--- src/twims_pkg.sv ---
// Shared types, codes and helpers for the two-wire bus sequencer.
`default_nettype none
package twims_pkg;

	typedef enum logic [2:0] {
		CMD_START_WR = 3'd0,
		CMD_START_RD = 3'd1,
		CMD_EVENT    = 3'd2,
		CMD_LOAD     = 3'd3,
		CMD_ABORT    = 3'd4
	} cmd_t;

	typedef enum logic [2:0] {
		MODE_IDLE = 3'd0,
		MODE_MT   = 3'd1,
		MODE_MR   = 3'd2,
		MODE_SR   = 3'd3,
		MODE_ST   = 3'd4
	} mode_t;

	localparam logic CFG_RX_LIMIT  = 1'b0;
	localparam logic CFG_TX_LENGTH = 1'b1;

	localparam logic [7:0] ST_START              = 8'h08;
	localparam logic [7:0] ST_RSTART             = 8'h10;
	localparam logic [7:0] ST_MT_SLA_ACK         = 8'h18;
	localparam logic [7:0] ST_MT_SLA_NACK        = 8'h20;
	localparam logic [7:0] ST_MT_DATA_ACK        = 8'h28;
	localparam logic [7:0] ST_MT_DATA_NACK       = 8'h30;
	localparam logic [7:0] ST_ARB_LOST           = 8'h38;
	localparam logic [7:0] ST_MR_SLA_ACK         = 8'h40;
	localparam logic [7:0] ST_MR_SLA_NACK        = 8'h48;
	localparam logic [7:0] ST_MR_DATA_ACK        = 8'h50;
	localparam logic [7:0] ST_MR_DATA_NACK       = 8'h58;
	localparam logic [7:0] ST_SR_SLA_ACK         = 8'h60;
	localparam logic [7:0] ST_SR_ARB_SLA_ACK     = 8'h68;
	localparam logic [7:0] ST_SR_GCALL_ACK       = 8'h70;
	localparam logic [7:0] ST_SR_ARB_GCALL_ACK   = 8'h78;
	localparam logic [7:0] ST_SR_DATA_ACK        = 8'h80;
	localparam logic [7:0] ST_SR_DATA_NACK       = 8'h88;
	localparam logic [7:0] ST_SR_GCALL_DATA_ACK  = 8'h90;
	localparam logic [7:0] ST_SR_GCALL_DATA_NACK = 8'h98;
	localparam logic [7:0] ST_SR_STOP            = 8'hA0;
	localparam logic [7:0] ST_ST_SLA_ACK         = 8'hA8;
	localparam logic [7:0] ST_ST_ARB_SLA_ACK     = 8'hB0;
	localparam logic [7:0] ST_ST_DATA_ACK        = 8'hB8;
	localparam logic [7:0] ST_ST_DATA_NACK       = 8'hC0;
	localparam logic [7:0] ST_ST_LAST_DATA       = 8'hC8;
	localparam logic [7:0] ST_NO_INFO            = 8'hF8;

	localparam logic [7:0] IDLE_FILL = 8'hFF;

	typedef struct packed {
		logic [2:0] command;
		logic [6:0] target_address;
		logic       use_register;
		logic [7:0] register_address;
		logic [7:0] transfer_length;
		logic [7:0] bus_status;
		logic [7:0] bus_byte;
		logic [4:0] buffer_slot;
	} req_item_t;

	typedef struct packed {
		logic [7:0] drive_byte;
		logic       drive_valid;
		logic       send_start;
		logic       send_stop;
		logic       ack_enable;
		logic [7:0] rx_byte;
		logic       rx_valid;
		logic [2:0] iface_state;
		logic [7:0] byte_count;
		logic       transfer_done;
		logic       busy_reject;
	} res_item_t;

	function automatic logic [7:0] bump8(input logic [7:0] v);
		return (v == 8'hFF) ? v : v + 8'd1;
	endfunction

endpackage
`default_nettype wire

--- src/twi_master_slave_sequencer.sv ---
// Top level of the two-wire bus sequencer: request register, sequencer, result register.
`default_nettype none
// One request enters per clock while the result port is not stalled; its result is
// presented on the result port from the result register: the request register
// feeds the status decode and state update, whose outcome lands in the result
// register. The sustained rate is one request per cycle while res_ready is held,
// set by the combinational decode and the one-ahead read of the
// transmit store, which always holds the byte at the current send index.
// The transmit store has a valid bit per entry cleared at reset, so no clearing
// pass is needed and requests are taken from the first cycle after reset.
module twi_master_slave_sequencer
	import twims_pkg::*;
#(
	parameter int TX_DEPTH = 32
) (
	input  wire logic       clk,
	input  wire logic       arst_n,
	input  wire logic       req_valid,
	output logic            req_ready,
	input  wire req_item_t  req,
	output logic            res_valid,
	input  wire logic       res_ready,
	output res_item_t       res,
	input  wire logic       cfg_write,
	input  wire logic       cfg_index,
	input  wire logic [7:0] cfg_data
);

	req_item_t  req_s1;
	logic       vld_s1;
	res_item_t  res_q;
	logic       res_vld_q;
	res_item_t  res_d;
	logic       fire;
	logic       wr_en;
	logic [7:0] rd_index;
	logic [7:0] rd_byte;
	logic [7:0] head_byte;

	assign fire      = vld_s1 && (!res_vld_q || res_ready);
	assign req_ready = !vld_s1 || fire;

	always_ff @(posedge clk) begin
		if (req_valid && req_ready) begin
			req_s1 <= req;
		end
		if (fire) begin
			res_q <= res_d;
		end
	end

	always_ff @(posedge clk or negedge arst_n) begin
		if (!arst_n) begin
			vld_s1    <= 1'b0;
			res_vld_q <= 1'b0;
		end else begin
			if (req_valid && req_ready) begin
				vld_s1 <= 1'b1;
			end else if (fire) begin
				vld_s1 <= 1'b0;
			end
			if (fire) begin
				res_vld_q <= 1'b1;
			end else if (res_ready) begin
				res_vld_q <= 1'b0;
			end
		end
	end

	twims_seq #(
		.TX_DEPTH(TX_DEPTH)
	) u_seq (
		.clk       (clk),
		.arst_n    (arst_n),
		.fire      (fire),
		.item      (req_s1),
		.cfg_write (cfg_write),
		.cfg_index (cfg_index),
		.cfg_data  (cfg_data),
		.rd_byte   (rd_byte),
		.head_byte (head_byte),
		.res       (res_d),
		.wr_en     (wr_en),
		.rd_index  (rd_index)
	);

	twims_tx_buffer #(
		.TX_DEPTH(TX_DEPTH)
	) u_txbuf (
		.clk       (clk),
		.arst_n    (arst_n),
		.wr_en     (wr_en && fire),
		.wr_slot   (req_s1.buffer_slot),
		.wr_data   (req_s1.bus_byte),
		.rd_index  (rd_index),
		.rd_byte   (rd_byte),
		.head_byte (head_byte)
	);

	assign res_valid = res_vld_q;
	assign res       = res_q;

endmodule
`default_nettype wire

--- src/twims_tx_buffer.sv ---
// Transmit byte store with per-entry valid bits and a one-ahead registered read.
`default_nettype none
module twims_tx_buffer
	import twims_pkg::*;
#(
	parameter int TX_DEPTH = 32
) (
	input  wire logic       clk,
	input  wire logic       arst_n,
	input  wire logic       wr_en,
	input  wire logic [4:0] wr_slot,
	input  wire logic [7:0] wr_data,
	input  wire logic [7:0] rd_index,
	output logic      [7:0] rd_byte,
	output logic      [7:0] head_byte
);

	localparam int         AW     = (TX_DEPTH > 1) ? $clog2(TX_DEPTH) : 1;
	localparam logic [8:0] DEPTH9 = 9'(TX_DEPTH);

	logic [7:0]          mem [TX_DEPTH];
	logic [TX_DEPTH-1:0] vld_q;
	logic [7:0]          rdata_q;
	logic                rvld_q;
	logic [7:0]          head_q;
	logic                wr_ok;
	logic                rd_ok;
	logic                wr_hit;
	logic [AW-1:0]       wr_addr;
	logic [AW-1:0]       rd_addr;

	assign wr_ok   = wr_en && ({4'b0, wr_slot} < DEPTH9);
	assign rd_ok   = {1'b0, rd_index} < DEPTH9;
	assign wr_addr = AW'(wr_slot);
	assign rd_addr = AW'(rd_index);
	assign wr_hit  = wr_ok && (wr_addr == rd_addr);

	always_ff @(posedge clk) begin
		if (wr_ok) begin
			mem[wr_addr] <= wr_data;
		end
		rdata_q <= wr_hit ? wr_data : mem[rd_addr];
	end

	always_ff @(posedge clk or negedge arst_n) begin
		if (!arst_n) begin
			vld_q  <= '0;
			rvld_q <= 1'b0;
			head_q <= '0;
		end else begin
			if (wr_ok) begin
				vld_q[wr_addr] <= 1'b1;
			end
			rvld_q <= rd_ok && (wr_hit || vld_q[rd_addr]);
			if (wr_ok && (wr_slot == 5'd0)) begin
				head_q <= wr_data;
			end
		end
	end

	assign rd_byte   = rvld_q ? rdata_q : 8'h00;
	assign head_byte = head_q;

endmodule
`default_nettype wire

--- src/twims_seq.sv ---
// Sequencer state, configuration registers and status decode.
`default_nettype none
module twims_seq
	import twims_pkg::*;
#(
	parameter int TX_DEPTH = 32
) (
	input  wire logic      clk,
	input  wire logic      arst_n,
	input  wire logic      fire,
	input  wire req_item_t item,
	input  wire logic      cfg_write,
	input  wire logic      cfg_index,
	input  wire logic [7:0] cfg_data,
	input  wire logic [7:0] rd_byte,
	input  wire logic [7:0] head_byte,
	output res_item_t      res,
	output logic           wr_en,
	output logic     [7:0] rd_index
);

	localparam int         SLW    = $clog2(TX_DEPTH + 1);
	localparam logic [8:0] DEPTH9 = 9'(TX_DEPTH);

	mode_t          mode_q, mode_d;
	logic [7:0]     addr_byte_q, addr_byte_d;
	logic           reg_pend_q, reg_pend_d;
	logic [7:0]     held_reg_q, held_reg_d;
	logic [7:0]     send_idx_q, send_idx_d;
	logic [SLW-1:0] send_len_q, send_len_d;
	logic [7:0]     recv_idx_q, recv_idx_d;
	logic [7:0]     recv_len_q, recv_len_d;
	logic [7:0]     rx_limit_q;
	logic [5:0]     tx_len_q;

	logic [7:0]     status;
	logic [SLW-1:0] mt_len_sat;
	logic [SLW-1:0] st_len_sat;
	logic [7:0]     tx_cur;
	logic [7:0]     tx_first;
	logic [7:0]     st_idx;
	mode_t          ref_mode;

	assign status     = {item.bus_status[7:3], 3'b000};
	assign mt_len_sat = ({1'b0, item.transfer_length} < DEPTH9) ?
		SLW'(item.transfer_length) : SLW'(TX_DEPTH);
	assign st_len_sat = ({3'b0, tx_len_q} < DEPTH9) ? SLW'(tx_len_q) : SLW'(TX_DEPTH);
	assign tx_cur     = ({1'b0, send_idx_q} < 9'(send_len_q)) ? rd_byte : IDLE_FILL;
	assign tx_first   = (st_len_sat != '0) ? head_byte : IDLE_FILL;

	always_ff @(posedge clk or negedge arst_n) begin
		if (!arst_n) begin
			mode_q      <= MODE_IDLE;
			addr_byte_q <= '0;
			reg_pend_q  <= 1'b0;
			held_reg_q  <= '0;
			send_idx_q  <= '0;
			send_len_q  <= '0;
			recv_idx_q  <= '0;
			recv_len_q  <= '0;
		end else if (fire) begin
			mode_q      <= mode_d;
			addr_byte_q <= addr_byte_d;
			reg_pend_q  <= reg_pend_d;
			held_reg_q  <= held_reg_d;
			send_idx_q  <= send_idx_d;
			send_len_q  <= send_len_d;
			recv_idx_q  <= recv_idx_d;
			recv_len_q  <= recv_len_d;
		end
	end

	always_ff @(posedge clk or negedge arst_n) begin
		if (!arst_n) begin
			rx_limit_q <= '0;
			tx_len_q   <= '0;
		end else if (cfg_write) begin
			unique case (cfg_index)
				CFG_RX_LIMIT:  rx_limit_q <= cfg_data;
				CFG_TX_LENGTH: tx_len_q   <= cfg_data[5:0];
				default: ;
			endcase
		end
	end

	always_comb begin
		mode_d      = mode_q;
		addr_byte_d = addr_byte_q;
		reg_pend_d  = reg_pend_q;
		held_reg_d  = held_reg_q;
		send_idx_d  = send_idx_q;
		send_len_d  = send_len_q;
		recv_idx_d  = recv_idx_q;
		recv_len_d  = recv_len_q;
		res         = '0;
		st_idx      = send_idx_q;
		wr_en       = 1'b0;

		unique case (item.command)
			CMD_START_WR, CMD_START_RD: begin
				if (mode_q != MODE_IDLE) begin
					res.busy_reject = 1'b1;
				end else begin
					addr_byte_d = {item.target_address, item.command[0]};
					reg_pend_d  = item.use_register;
					held_reg_d  = item.register_address;
					if (item.command == CMD_START_WR) begin
						mode_d     = MODE_MT;
						send_idx_d = '0;
						send_len_d = mt_len_sat;
					end else begin
						mode_d     = MODE_MR;
						recv_idx_d = '0;
						recv_len_d = item.transfer_length;
					end
					res.send_start = 1'b1;
				end
			end
			CMD_LOAD: begin
				wr_en = 1'b1;
			end
			CMD_ABORT: begin
				send_idx_d     = '0;
				send_len_d     = '0;
				recv_idx_d     = '0;
				recv_len_d     = '0;
				reg_pend_d     = 1'b0;
				mode_d         = MODE_IDLE;
				res.ack_enable = 1'b1;
			end
			CMD_EVENT: begin
				unique case (status)
					ST_START, ST_RSTART: begin
						res.drive_valid = 1'b1;
						res.drive_byte  = reg_pend_q ? {addr_byte_q[7:1], 1'b0} : addr_byte_q;
					end
					ST_MT_SLA_ACK, ST_MT_DATA_ACK: begin
						if (reg_pend_q) begin
							res.drive_valid = 1'b1;
							if (mode_q == MODE_MR && status == ST_MT_DATA_ACK) begin
								reg_pend_d     = 1'b0;
								res.send_start = 1'b1;
								res.drive_byte = {addr_byte_q[7:1], 1'b1};
							end else begin
								if (mode_q != MODE_MR) begin
									reg_pend_d = 1'b0;
								end
								res.drive_byte = held_reg_q;
							end
						end else if ({1'b0, send_idx_q} < 9'(send_len_q)) begin
							res.drive_valid = 1'b1;
							res.drive_byte  = tx_cur;
							send_idx_d      = bump8(send_idx_q);
						end else begin
							res.send_stop  = 1'b1;
							res.ack_enable = 1'b1;
							mode_d         = MODE_IDLE;
						end
					end
					ST_MR_DATA_NACK: begin
						res.rx_byte    = item.bus_byte;
						res.rx_valid   = 1'b1;
						recv_idx_d     = bump8(recv_idx_q);
						res.send_stop  = 1'b1;
						res.ack_enable = 1'b1;
						mode_d         = MODE_IDLE;
					end
					ST_MR_SLA_NACK, ST_MT_SLA_NACK, ST_MT_DATA_NACK: begin
						res.send_stop  = 1'b1;
						res.ack_enable = 1'b1;
						mode_d         = MODE_IDLE;
					end
					ST_ARB_LOST, ST_SR_STOP, ST_ST_DATA_NACK, ST_ST_LAST_DATA: begin
						res.ack_enable = 1'b1;
						mode_d         = MODE_IDLE;
					end
					ST_MR_DATA_ACK, ST_MR_SLA_ACK: begin
						if (status == ST_MR_DATA_ACK) begin
							res.rx_byte  = item.bus_byte;
							res.rx_valid = 1'b1;
							recv_idx_d   = bump8(recv_idx_q);
						end
						res.ack_enable = ({1'b0, recv_idx_d} + 9'd1) < {1'b0, recv_len_q};
					end
					ST_SR_SLA_ACK, ST_SR_ARB_SLA_ACK, ST_SR_GCALL_ACK,
					ST_SR_ARB_GCALL_ACK: begin
						mode_d         = MODE_SR;
						recv_idx_d     = '0;
						recv_len_d     = rx_limit_q;
						res.ack_enable = 1'b1;
					end
					ST_SR_DATA_ACK, ST_SR_GCALL_DATA_ACK: begin
						if (recv_idx_q < recv_len_q) begin
							res.rx_byte  = item.bus_byte;
							res.rx_valid = 1'b1;
							recv_idx_d   = bump8(recv_idx_q);
						end
						res.ack_enable = recv_idx_d < recv_len_q;
					end
					ST_SR_DATA_NACK, ST_SR_GCALL_DATA_NACK, ST_NO_INFO: begin
					end
					ST_ST_SLA_ACK, ST_ST_ARB_SLA_ACK, ST_ST_DATA_ACK: begin
						res.drive_valid = 1'b1;
						if (status != ST_ST_DATA_ACK) begin
							mode_d         = MODE_ST;
							send_len_d     = st_len_sat;
							st_idx         = '0;
							res.drive_byte = tx_first;
						end else begin
							res.drive_byte = tx_cur;
						end
						send_idx_d     = bump8(st_idx);
						res.ack_enable = {1'b0, send_idx_d} < 9'(send_len_d);
					end
					default: begin
						res.send_stop  = 1'b1;
						res.ack_enable = 1'b1;
						mode_d         = MODE_IDLE;
					end
				endcase
			end
			default: begin
			end
		endcase

		ref_mode = (mode_d != MODE_IDLE) ? mode_d : mode_q;
		unique case (ref_mode)
			MODE_MT, MODE_ST: res.byte_count = send_idx_d;
			MODE_MR, MODE_SR: res.byte_count = recv_idx_d;
			default:          res.byte_count = '0;
		endcase
		res.iface_state   = mode_d;
		res.transfer_done = (mode_q != MODE_IDLE) && (mode_d == MODE_IDLE);
	end

	assign rd_index = fire ? send_idx_d : send_idx_q;

endmodule
`default_nettype wire

--- config.mk ---
export PLATFORM = sky130hd
export DESIGN_NAME = twi_master_slave_sequencer
export DESIGN_NICKNAME = d
export VERILOG_FILES = /design/src/twims_pkg.sv /design/src/twi_master_slave_sequencer.sv /design/src/twims_tx_buffer.sv /design/src/twims_seq.sv
export SDC_FILE = /design/constraint.sdc
export NUM_CORES = 1
export LEC_CHECK = 0
export ABC_AREA = 0
export BUFFER_PORTS_ARGS = -buffer_cell sky130_fd_sc_hd__buf_2
export CAP_MARGIN = 15
export CELL_PAD_IN_SITES_DETAIL_PLACEMENT = 1
export CELL_PAD_IN_SITES_GLOBAL_PLACEMENT = 2
export CORE_ASPECT_RATIO = 1.25
export CORE_MARGIN = 4
export CORE_UTILIZATION = 25
export DETAILED_ROUTE_END_ITERATION = 8
export MAX_ROUTING_LAYER = met4
export PLACE_DENSITY_LB_ADDON = 0.1
export SYNTH_ARGS = -nofsm -noshare
export SYNTH_HDL_FRONTEND = slang
export SYNTH_HIERARCHICAL = 1
export SYNTH_SLANG_ARGS = --single-unit
--- constraint.sdc ---
create_clock -name clk -period 5.1 [get_ports clk]
set_input_delay 0.51 -clock clk [delete_from_list [all_inputs] [get_ports clk]]
set_output_delay 0.51 -clock clk [all_outputs]
set_load 0.005 [all_outputs]
==> flow_metrics.env <==
export IMPL_root_buffer="clkbuf_16"
export IMPL_path_clk_slew_ns=0.06
export IMPL_grt_start_max_net_pins=64
export IMPL_r2r_end="u_txbuf/rvld_q$_DFF_PN0_"
export IMPL_routed_via_density=4.827
export IMPL_cp_required_ns=5.61
export IMPL_first_pass_iters=4
export IMPL_clock_latency_ns=0.63
export IMPL_min_period_ns=4.179
export IMPL_drive_gt1_share_pct=26.83
export IMPL_wire_per_inst_um=25.17
export IMPL_reg2regPathDepth=15
export IMPL_place_detailed_hpwl_um=48680
export IMPL_clock_sinks=447
export IMPL_status="completed"
export IMPL_endpoint_kind="flop"
export IMPL_die_area_um2=87570
export IMPL_hp_start="req[8]"
export IMPL_synthToLayoutAreaGrowth_pct=19.30
export IMPL_finalWirelength_um=69010
export IMPL_ioPinCount=98
export IMPL_htreeDepth=2
export IMPL_path_common_cell="a21oi_1"
export IMPL_cp_slowest_cell="mux4_2"
export IMPL_hold_class="in2reg"
export IMPL_final_cell_mix="edfxtp_1, dfrtp_1, nor2_1, buf_2, nand2_1"
export IMPL_crit_path_cell_trace="and3b_1, and3_1, ha_1, nand3_1, nor4_4, mux2_2, a32oi_1, nor2_1, a21oi_1, a21oi_1, buf_4, mux4_2, a31oi_1, o2111ai_1, o31a_1"
export IMPL_crit_fanout=11
export IMPL_clock_skew_final_ns=0.03971
export IMPL_cp_start_kind="flop"
export IMPL_cellPowerDensity_nw_per_um2=440.1
export IMPL_drc=0
export IMPL_die_w_um=265.5
export IMPL_max_freq_mhz=239.3
export IMPL_die_y_um=329.9
export IMPL_gp_congestion=0.7710
export IMPL_final_util_pct=30.20
export IMPL_grt_pass1_vias=14344
export IMPL_syn_nets=1566
export IMPL_cts_tree="yes"
export IMPL_antenna_found_initial=0
export IMPL_ir_drop_mv=0.2356
export IMPL_holdPathEnd="req_s1[8]$_DFFE_PP_"
export IMPL_rows=117
export IMPL_cts_buffers=53
export IMPL_grt_ovfl_total=0
export IMPL_holdPathStages=1
export IMPL_cpPeakStageDelay_ns=0.44
export IMPL_route_vias_total=13237
export IMPL_slew_violations=0
export IMPL_nets=1722
export IMPL_hold_violations=0
export IMPL_start_util_pct=25.32
export IMPL_crit_arrival_ns=4.69
export IMPL_synthCells=1469
export IMPL_grt_pass1_wl_um=101000
export IMPL_rsz0062_at_grt="false"
export IMPL_ant_nets=0
export IMPL_period_share_pct=81.94
export IMPL_layout_commonest_cell="edfxtp_1"
export IMPL_setup_worst_path_class="reg2reg"
export IMPL_total_power_w=0.01088
export IMPL_p_leak_nw=9.040
export IMPL_tns_ns=0
export IMPL_clockBufferDepth=3
export IMPL_max_cap_violations=0
export IMPL_yosys_warnings=6
export IMPL_rrSetupSlack_ns=0.92
export IMPL_reg2reg_from="req_s1[19]$_DFFE_PP_"
export IMPL_track_usage_pct=16.07
export IMPL_coreArea_um2=81830
export IMPL_cts_resized=0
export IMPL_syn_area_um2=20720
export IMPL_avgSynthCellArea_um2=14.10
export IMPL_first_iter_violations=612
export IMPL_setup_violations=0
export IMPL_worstMarginPinSlew_ns=1.091
export IMPL_maxSlewHeadroom_pct=26.97
export IMPL_place_port_buffers=94
==> report_power, final <==
group / switching, W / internal (W) / leakage (nW) / total (W)
clock: 0.00158 / 0.00237 / 0.883 / 0.00395
combinational: 0.00138 / 0.000982 / 3.70 / 0.00236
sequential: 0.000364 / 0.00420 / 4.46 / 0.00457
==> registers in the layout, summed over array words and instances, names as in the netlist, 6 cells and up, named ones only <==
register,flops
u_txbuf/mem,256
u_txbuf/vld_q,32
res,34
u_seq/send_len_q,6
u_seq/rx_limit_q,8
u_seq/addr_byte_q,8
u_seq/tx_len_q,6
u_seq/recv_len_q,8
u_txbuf/head_byte,8
u_seq/recv_idx_q,8
u_seq/send_idx_q,8
u_seq/held_reg_q,8
req_s1,45
==> worst max path at each step <==
stage / cells after the start / slack, ns / endpoint / start
floorplan: 17 / 1.16 / u_txbuf/rvld_q$_DFF_PN0_ / req_s1[20]$_DFFE_PP_
global placement: 15 / 0.88 / u_txbuf/rvld_q$_DFF_PN0_ / req_s1[19]$_DFFE_PP_
detailed placement: 15 / 0.86 / u_txbuf/rvld_q$_DFF_PN0_ / req_s1[19]$_DFFE_PP_
CTS: 15 / 0.84 / u_txbuf/rvld_q$_DFF_PN0_ / req_s1[19]$_DFFE_PP_
global route: 15 / 0.56 / u_txbuf/rvld_q$_DFF_PN0_ / req_s1[19]$_DFFE_PP_
finish: 15 / 0.92 / u_txbuf/rvld_q$_DFF_PN0_ / req_s1[19]$_DFFE_PP_
==> routing by layer <==
metal	part of all wire [%]	vias up	global-route usage, %
li1	-	6051	-
met1	42	6897	19.18
met2	53	200	28.52
met3	2.4	89	1.661
met4	3.0	0	5.307
met5	0	-	-
==> worst max-delay path, delay by kind of cell, from the launching register on <==
family	cells	cell delay [ns]
adder cells (fa/ha/maj)	1	0.23
AND/OR/NAND/NOR	5	1.32
AO/OA/AOI/OAI	6	1.04
flip-flops	1	0.37
multiplexers	2	0.85
buffers and inverters	1	0.24
==> through the flow <==
| stage | setup slack [ns] | std cells | instance area, µm² | hold WS, ns |
|---|---|---|---|---|
| floorplan | 1.156 | 1469 | 20720 | 0.2144 |
| global placement | 0.8846 | 2621 | 22700 | 0.4497 |
| detailed placement | 0.8647 | 2621 | 22700 | 0.4521 |
| CTS | 0.8425 | 2740 | 24700 | 0.0002648 |
| global route | 0.5621 | 2741 | 24710 | 0.01855 |
| finish | 0.9211 | 2742 | 24720 | 0.05611 |
==> timing repair <==
item | 4_1_cts | 5_1_grt
hold endpoints to repair | 35 | 0
buffers inserted | 0 | 0
hold buffers | 19 | 0
==> layout make-up <==
class                      count  area (µm²)
antenna                        1       2.502
clock buffer                  61        1356
clock inverter                39       455.4
fill                        8665       57120
inverter                      32       121.4
multi-input combinational    897        7298
sequential                   447       12840
tap                         1071        1340
timing repair buffer         194        1300
Power figures use the tool's default switching activity.
